$ cat src/sv/bid_pkg.sv
// Shared types and constants of the intra/inter mode decision block.
package bid_pkg;

	localparam int PIX_W = 8;
	localparam int DELTA_W = 9;
	localparam int COST_W = 14;
	localparam int S_TDATA_W = 16;
	localparam int M_TDATA_W = 40;
	localparam int M_TUSER_W = 1;

	typedef enum logic [3:0] {
		ST_LOAD = 4'b0001,
		ST_DIV  = 4'b0010,
		ST_WALK = 4'b0100,
		ST_EMIT = 4'b1000
	} state_t;

endpackage

$ cat src/sv/bid_ram.sv
// Generic single-write, single-read RAM with registered read data.
module bid_ram #(
	parameter int WIDTH = 8,
	parameter int DEPTH = 64
) (
	input  logic                     clk,
	input  logic                     wr_en,
	input  logic [$clog2(DEPTH)-1:0] wr_addr,
	input  logic [WIDTH-1:0]         wr_data,
	input  logic [$clog2(DEPTH)-1:0] rd_addr,
	output logic [WIDTH-1:0]         rd_data
);

	logic [WIDTH-1:0] mem_q [DEPTH];
	logic [WIDTH-1:0] rd_data_q;

	always_ff @(posedge clk) begin
		if (wr_en) begin
			mem_q[wr_addr] <= wr_data;
		end
		rd_data_q <= mem_q[rd_addr];
	end

	assign rd_data = rd_data_q;

endmodule

$ cat src/sv/bid_alu.sv
// Shared compare, absolute-difference and accumulate unit.
module bid_alu #(
	parameter int W = 14
) (
	input  logic [W-1:0] a,
	input  logic [W-1:0] b,
	input  logic [W-1:0] acc,
	output logic [W-1:0] diff,
	output logic [W-1:0] total
);

	logic ge;

	always_comb begin
		ge = (a >= b);
		diff = ge ? (a - b) : (b - a);
		total = acc + diff;
	end

endmodule

$ cat src/sv/block_intra_inter_decision.sv
// Top level of the intra/inter mode decision block with its sequencer.
// Each pixel beat is answered by one result beat carrying the signed
// difference; a result beat that is held off stalls the input. After the last pixel of a
// block of BLOCK_SIDE*BLOCK_SIDE = N pixels the block stops taking beats: it finds the
// truncated mean by a reciprocal multiplication, walks the pixel store through its single
// read port, and posts the decision before it takes the next block's pixels.
// The difference sums of the load and of the walk run on one shared compare and accumulate
// unit.
module block_intra_inter_decision #(
	parameter int BLOCK_SIDE = 8
) (
	input  logic                           clk,
	input  logic                           arst_n,
	input  logic                           s_tvalid,
	output logic                           s_tready,
	// Fields from bit 0: cur_pixel[7:0], ref_pixel[15:8].
	input  logic [bid_pkg::S_TDATA_W-1:0]  s_tdata,
	output logic                           m_tvalid,
	input  logic                           m_tready,
	// Fields from bit 0: delta[8:0], intra_cost[22:9], inter_cost[36:23], zero pad.
	output logic [bid_pkg::M_TDATA_W-1:0]  m_tdata,
	output logic                           m_tlast,
	// Fields from bit 0: is_intra[0].
	output logic [bid_pkg::M_TUSER_W-1:0]  m_tuser
);

	import bid_pkg::*;

	localparam int NPIX = BLOCK_SIDE * BLOCK_SIDE;
	localparam int IDX_W = $clog2(NPIX);
	localparam int CNT_W = $clog2(NPIX + 1);
	localparam int SUM_W = $clog2(NPIX * ((1 << PIX_W) - 1) + 1);
	localparam int RECIP_SH = SUM_W + $clog2(NPIX);
	localparam longint RECIP = ((longint'(1) << RECIP_SH) + longint'(NPIX) - 1)
		/ longint'(NPIX);
	localparam int PROD_W = RECIP_SH + PIX_W;

	state_t               state_q;
	logic [IDX_W-1:0]     pix_idx_q;
	logic [SUM_W-1:0]     sum_q;
	logic [SUM_W-1:0]     sad_q;
	logic [SUM_W-1:0]     cost_q;
	logic [PIX_W-1:0]     mean_q;
	logic [CNT_W-1:0]     walk_q;
	logic                 rd_vld_q;
	logic [DELTA_W-1:0]   last_delta_q;

	logic                 m_tvalid_q;
	logic [DELTA_W-1:0]   delta_q;
	logic                 done_q;
	logic                 intra_q;
	logic [COST_W-1:0]    intra_cost_q;
	logic [COST_W-1:0]    inter_cost_q;

	logic [PIX_W-1:0]     cur_pix;
	logic [PIX_W-1:0]     ref_pix;
	logic [DELTA_W-1:0]   delta;
	logic                 s_accept;
	logic                 last_pix;
	logic                 out_free;
	logic                 out_load;
	logic [PIX_W-1:0]     rd_data;
	logic [PROD_W-1:0]    mean_prod;

	logic [SUM_W-1:0]     alu_a;
	logic [SUM_W-1:0]     alu_b;
	logic [SUM_W-1:0]     alu_acc;
	logic [SUM_W-1:0]     alu_diff;
	logic [SUM_W-1:0]     alu_total;

	assign cur_pix = s_tdata[PIX_W-1:0];
	assign ref_pix = s_tdata[2*PIX_W-1:PIX_W];
	assign delta = {1'b0, cur_pix} - {1'b0, ref_pix};
	assign out_free = !m_tvalid_q || m_tready;
	assign s_tready = (state_q == ST_LOAD) && out_free;
	assign s_accept = s_tvalid && s_tready;
	assign last_pix = (pix_idx_q == IDX_W'(NPIX - 1));
	assign out_load = (s_accept && !last_pix) || ((state_q == ST_EMIT) && out_free);
	assign mean_prod = PROD_W'(sum_q) * PROD_W'(RECIP);

	bid_ram #(
		.WIDTH(PIX_W),
		.DEPTH(NPIX)
	) u_pix_store (
		.clk    (clk),
		.wr_en  (s_accept),
		.wr_addr(pix_idx_q),
		.wr_data(cur_pix),
		.rd_addr(walk_q[IDX_W-1:0]),
		.rd_data(rd_data)
	);

	always_comb begin
		unique case (state_q)
			ST_LOAD: begin
				alu_a = SUM_W'(cur_pix);
				alu_b = SUM_W'(ref_pix);
				alu_acc = sad_q;
			end
			ST_WALK: begin
				alu_a = SUM_W'(rd_data);
				alu_b = SUM_W'(mean_q);
				alu_acc = cost_q;
			end
			default: begin
				alu_a = '0;
				alu_b = '0;
				alu_acc = '0;
			end
		endcase
	end

	bid_alu #(
		.W(SUM_W)
	) u_alu (
		.a    (alu_a),
		.b    (alu_b),
		.acc  (alu_acc),
		.diff (alu_diff),
		.total(alu_total)
	);

	always_ff @(posedge clk or negedge arst_n) begin
		if (!arst_n) begin
			state_q <= ST_LOAD;
			pix_idx_q <= '0;
			sum_q <= '0;
			sad_q <= '0;
			cost_q <= '0;
			mean_q <= '0;
			walk_q <= '0;
			rd_vld_q <= 1'b0;
			last_delta_q <= '0;
			m_tvalid_q <= 1'b0;
			delta_q <= '0;
			done_q <= 1'b0;
			intra_q <= 1'b0;
			intra_cost_q <= '0;
			inter_cost_q <= '0;
		end else begin
			if (out_load) begin
				m_tvalid_q <= 1'b1;
			end else if (m_tready) begin
				m_tvalid_q <= 1'b0;
			end
			unique case (state_q)
				ST_LOAD: begin
					if (s_accept) begin
						sum_q <= sum_q + SUM_W'(cur_pix);
						sad_q <= alu_total;
						if (last_pix) begin
							pix_idx_q <= '0;
							last_delta_q <= delta;
							state_q <= ST_DIV;
						end else begin
							pix_idx_q <= pix_idx_q + 1'b1;
							delta_q <= delta;
							done_q <= 1'b0;
							intra_q <= 1'b0;
							intra_cost_q <= '0;
							inter_cost_q <= '0;
						end
					end
				end
				ST_DIV: begin
					mean_q <= mean_prod[PROD_W-1 -: PIX_W];
					walk_q <= '0;
					cost_q <= '0;
					rd_vld_q <= 1'b0;
					state_q <= ST_WALK;
				end
				ST_WALK: begin
					rd_vld_q <= (walk_q != CNT_W'(NPIX));
					if (rd_vld_q) begin
						cost_q <= alu_total;
					end
					if (walk_q == CNT_W'(NPIX)) begin
						state_q <= ST_EMIT;
					end else begin
						walk_q <= walk_q + 1'b1;
					end
				end
				ST_EMIT: begin
					if (out_free) begin
						delta_q <= last_delta_q;
						done_q <= 1'b1;
						intra_q <= (cost_q <= sad_q);
						intra_cost_q <= COST_W'(cost_q);
						inter_cost_q <= COST_W'(sad_q);
						sum_q <= '0;
						sad_q <= '0;
						state_q <= ST_LOAD;
					end
				end
				default: begin
					state_q <= ST_LOAD;
				end
			endcase
		end
	end

	assign m_tvalid = m_tvalid_q;
	assign m_tdata = {
		(M_TDATA_W - DELTA_W - 2 * COST_W)'(0), inter_cost_q, intra_cost_q, delta_q
	};
	assign m_tlast = done_q;
	assign m_tuser = intra_q;

	a_last_starts_div: assert property (@(posedge clk) disable iff (!arst_n)
		(s_accept && last_pix) |=> (state_q == ST_DIV))
		else $error("Last pixel beat did not start the mean computation.");

	a_walk_in_range: assert property (@(posedge clk) disable iff (!arst_n)
		(state_q == ST_WALK) |-> (walk_q <= CNT_W'(NPIX)))
		else $error("Walk counter ran past the pixel count.");

	a_done_idx_clear: assert property (@(posedge clk) disable iff (!arst_n)
		(m_tvalid && m_tlast) |-> (pix_idx_q == '0))
		else $error("Pixel index not cleared while the block result is pending.");

endmodule
$ cat config.mk
export PLATFORM = sky130hd
export DESIGN_NAME = block_intra_inter_decision
export DESIGN_NICKNAME = d
export VERILOG_FILES = /design/src/sv/bid_pkg.sv /design/src/sv/bid_ram.sv /design/src/sv/bid_alu.sv /design/src/sv/block_intra_inter_decision.sv
export SDC_FILE = /design/constraint.sdc
export NUM_CORES = 1
export LEC_CHECK = 0
export ABC_AREA = 0
export BUFFER_PORTS_ARGS = -buffer_cell sky130_fd_sc_hd__buf_2
export CORE_MARGIN = 5
export CORE_UTILIZATION = 62
export CTS_CLUSTER_DIAMETER = 30
export CTS_CLUSTER_SIZE = 8
export DETAILED_ROUTE_END_ITERATION = 10
export GPL_ROUTABILITY_DRIVEN = 0
export GPL_TIMING_DRIVEN = 1
export PLACE_DENSITY = 0.82
export SLEW_MARGIN = 25
export SYNTH_ARGS = -nofsm -noshare
export SYNTH_HDL_FRONTEND = slang
export SYNTH_SLANG_ARGS = --single-unit
$ cat constraint.sdc
create_clock -name clk -period 6.5 [get_ports clk]
set_input_delay 0.65 -clock clk [delete_from_list [all_inputs] [get_ports clk]]
set_output_delay 0.65 -clock clk [all_outputs]
set_load 0.02 [all_outputs]
==> impl_metrics.csv <==
group,metric,value,unit
status,run_status,"completed",
critical_path,timing.critical_path.arrival,6.47,ns
hold_path,worst_hold_path_type,"input port to asynchronous set/reset pin",
global_route,grt_usage,29.9,%
routing,routedWlPerCell,28.5,um
layout,nets,1884,
timing,max_frequency,0.169,GHz
timing,final_hold_violating_endpoints,0,
synth,yosys.area_share.adder,3.21,%
routing,drt_wl_total,70100,um
critical_path,worstPathBufferInverterCount,2,
place,port_buffers,60,
synth,synth_async_sr_flop_share,18.4,%
clocking,worst_skew_pair.late_latency,0.65,ns
global_route,grt_pass1_vias,16738,
routing,drt-vias-per-instance,6.65,
critical_path,crit_path_frequent_cell,"o21ai_0",
critical_path,worst-endpoint-required,7.05,ns
synth,synth-simple-area-share,6.51,%
critical_path,maximum_fanout_along_the_worst_path,19,
clocking,cts-root-to-sink-buffers,3,
global_route,global_route.overflow_total,0,
clocking,post_cts_hold_buffers,0,
synth,synth.yosys.warnings,0,
timing,fin_ws,0.587,ns
layout,final_common_cell,"edfxtp_1",
critical_path,crit_slowest_cell,"and2_1",
timing,relative_slew_slack,31.1,%
floorplan,std_cell_rows,76,
routing,met2WireLength,34300,um
floorplan,die_y,220,um
timing,skew,0.0227,ns
synth,number_of_cells_produced_by_synthesis,1684,
place,post-dp-hpwl,40200,um
timing,layout_worst_path_cycle_share,91.0,%
routing,final_antenna_net_count,0,
synth,seq_area_frac_synth,67.7,%
synth,synth-seq-cells,637,
power_and_ir_drop,power_leakage,11.4,nW
routing,drcViolationCount,0,
floorplan,die_w,220,um
timing,setup_viol_count_final,0,
critical_path,worst-setup-path-type,"flip-flop to flip-flop",
layout,area.growth.synth_to_final,15.9,%
critical_path,crit_family,"compound AO/OA/AOI/OAI gates",
synth,synthXorXnorAreaFrac,1.12,%
layout,most-common-layout-cells,"edfxtp_1, mux4_2, nand2_1",
critical_path,timing.reg2reg.worst_path_depth,21,
clocking,cts_tree,"built",
synth,yosysUniqueCellTypes,62,
flow_run,maxCapViolations,0,
timing,finalWorstPathRequiredPeriod,5.91,ns
global_route,grt_antenna_before_repair,4,
clocking,cts-buffers-inserted,111,
synth,largest_cells_by_area_after_synthesis,"edfxtp_1, mux4_2, dfrtp_1",
synth,postSynthAreaPerCell,16.2,um2
synth,synth-main-ff-cell,"edfxtp_1",
critical_path,critical_path.max_stage_delay,0.56,ns
layout,layout-drive-gt1-share,22.6,%
synth,synth.top_cell.area_share,56.4,%
global_route,grt_start_max_net_pins,76,
synth,synth-compound-area-share,5.36,%
routing,drt_first_pass_iters,6,
synth,synth_top_family_by_area,"multiplexers",
clocking,postCtsSetupRepairBufs,0,
synth,mappedNetlistArea,27300,um2
clocking,cts_resized,0,
place,worst_setup_timing_slack_at_the_placement_stage,0.796,ns
layout,design_area,31600,um2
power_and_ir_drop,peakVddDrop,0.268,mV
synth,multiplexer_share_of_the_synthesized_area,13.7,%
floorplan,ioPinCount,64,
clocking,cts_root_buffer,"clkbuf_16",
floorplan,dieArea,48300,um2
power_and_ir_drop,power_density,362,nW/um2
timing,grt_setup_unrepaired,"no",
global_route,grt_first_pass_wirelength,106000,um
timing,tns,0,ns
place,dpl_cell_area,28200,um2
synth,netlist.top_cell.by_area,"edfxtp_1",
clocking,worst_setup_hold_path_clk_slew,0.05,ns
critical_path,worst-r2r-setup-slack,0.59,ns
clocking,h-tree-depth,3,
timing,tightestPinTransition,1.03,ns
critical_path,critical_path.cell_chain,"nor2b_1, and2_1, buf_4, a22oi_1, inv_1, ha_1, nand2b_1, a2111oi_2, nor3b_2, or3_1, a31oi_1, o21ai_0, xor2_1, ha_1, a21oi_1, o21ai_0, a311oi_1, o21ai_0, nor2_1, nand3_1, o211ai_1",
timing,final_max_slew_viol_count,0,
routing,met3RoutedLength,7170,um
critical_path,worstReg2RegEnd,"sad_q[13]",
floorplan,initial_utilization,63.0,%
routing,route.layer.met1.wl,25900,um
layout,layout.filler_cells,2457,
critical_path,startpoint_of_the_worst_slack_reg_to_reg_timing_path,"state_q[2]",
critical_path,timing.critical_path.from_type,"flip-flop",
routing,via_count,16377,
routing,drt_iter0_drc,2169,
synth,synth_enable_flop_cells,512,
routing,top_layer,"met4",
clocking,clkSinkCount,637,
floorplan,fp.coreArea,43300,um2
critical_path,worst_setup_path_end_kind,"flip-flop",
[metal layers]
metal  track usage (%)  vias up
li1                  -     6773
met1              40.8     8334
met2              48.0     1085
met3              7.39      185
met4              10.8        0
met5                 0        -
[synth_stat cells (all sizes together) (43+ instances only)]
cell	n
edfxtp	512
mux4	162
nand2	129
dfrtp	116
nor2	108
o21ai	68
inv	67
ha	62
nand3	61
a21oi	55
clkbuf	49
buf	43
[through the flow]
| step | util, % | power (mW) | hold WS, ns | instances |
|---|---|---|---|---|
| finish | 73.1 | 11.5 | 0.0457 | 2462 |
| global placement | 65.1 | 5.99 | 0.454 | 2269 |
| floorplan | - | 5.66 | 0.354 | 1686 |
| detailed placement | 65.1 | 6.06 | 0.472 | 2269 |
| CTS | 73.1 | 11.5 | 0.0582 | 2461 |
| global route | 73.1 | 11.9 | 0.0947 | 2461 |
[where the power goes]
part / internal [mW] / total (mW) / leakage, nW / switching [mW]
clock network: 3.49 / 5.39 / 1.68 / 1.90
logic: 0.485 / 1.32 / 3.54 / 0.833
registers: 4.60 / 4.75 / 6.17 / 0.147
[final cells by class]
cell class | count | area [um2] | area share [%]
clock inverters | 49 | 475 | 1.50
flip-flops and latches | 637 | 18500 | 58.4
well taps | 585 | 732 | 2.31
multi-input cells | 890 | 8180 | 25.9
repair buffers | 90 | 544 | 1.72
diodes | 1 | 2.50 | 0.00791
inverters | 67 | 251 | 0.795
clock buffers | 143 | 2970 | 9.39
[registers in the layout (all words and copies together), names as in the netlist, 8 cells and up]
signal and flops:
sad_q 14, inter_cost_q 14, cost_q 14, mean_q 8, delta_q 9, u_pix_store.mem_q 512
sum_q 14, intra_cost_q 14, last_delta_q 9, u_pix_store.rd_data 8
[worst register-to-register path, stage by stage, from the launching register on]
cell	delay (ns)
dfrtp_1	0.50
nor2b_1	0.26
and2_1	0.56
buf_4	0.36
a22oi_1	0.16
inv_1	0.09
ha_1	0.23
nand2b_1	0.16
a2111oi_2	0.46
nor3b_2	0.17
or3_1	0.39
a31oi_1	0.17
o21ai_0	0.11
xor2_1	0.17
ha_1	0.37
a21oi_1	0.32
o21ai_0	0.23
a311oi_1	0.46
o21ai_0	0.27
nor2_1	0.15
nand3_1	0.10
o211ai_1	0.12
[worst max path at each step]
stage / to / start / slack (ns) / cells after the start
floorplan: cost_q[13] / state_q[1] / 1.57 / 22
global placement: sad_q[13] / state_q[2] / 1.05 / 21
detailed placement: sad_q[13] / state_q[2] / 0.80 / 21
CTS: sad_q[13] / state_q[2] / 0.70 / 21
global route: sad_q[13] / state_q[2] / 0.11 / 21
finish: sad_q[13] / state_q[2] / 0.59 / 21
[cell families after synthesis]
family / Yosys count
flops: 637
xor+xnor: 35
other cells: 1
mux: 171
fa+ha+maj: 67
simple gates: 384
compound gates: 230
buf+inv: 159
(Power assumes the default switching activity.)
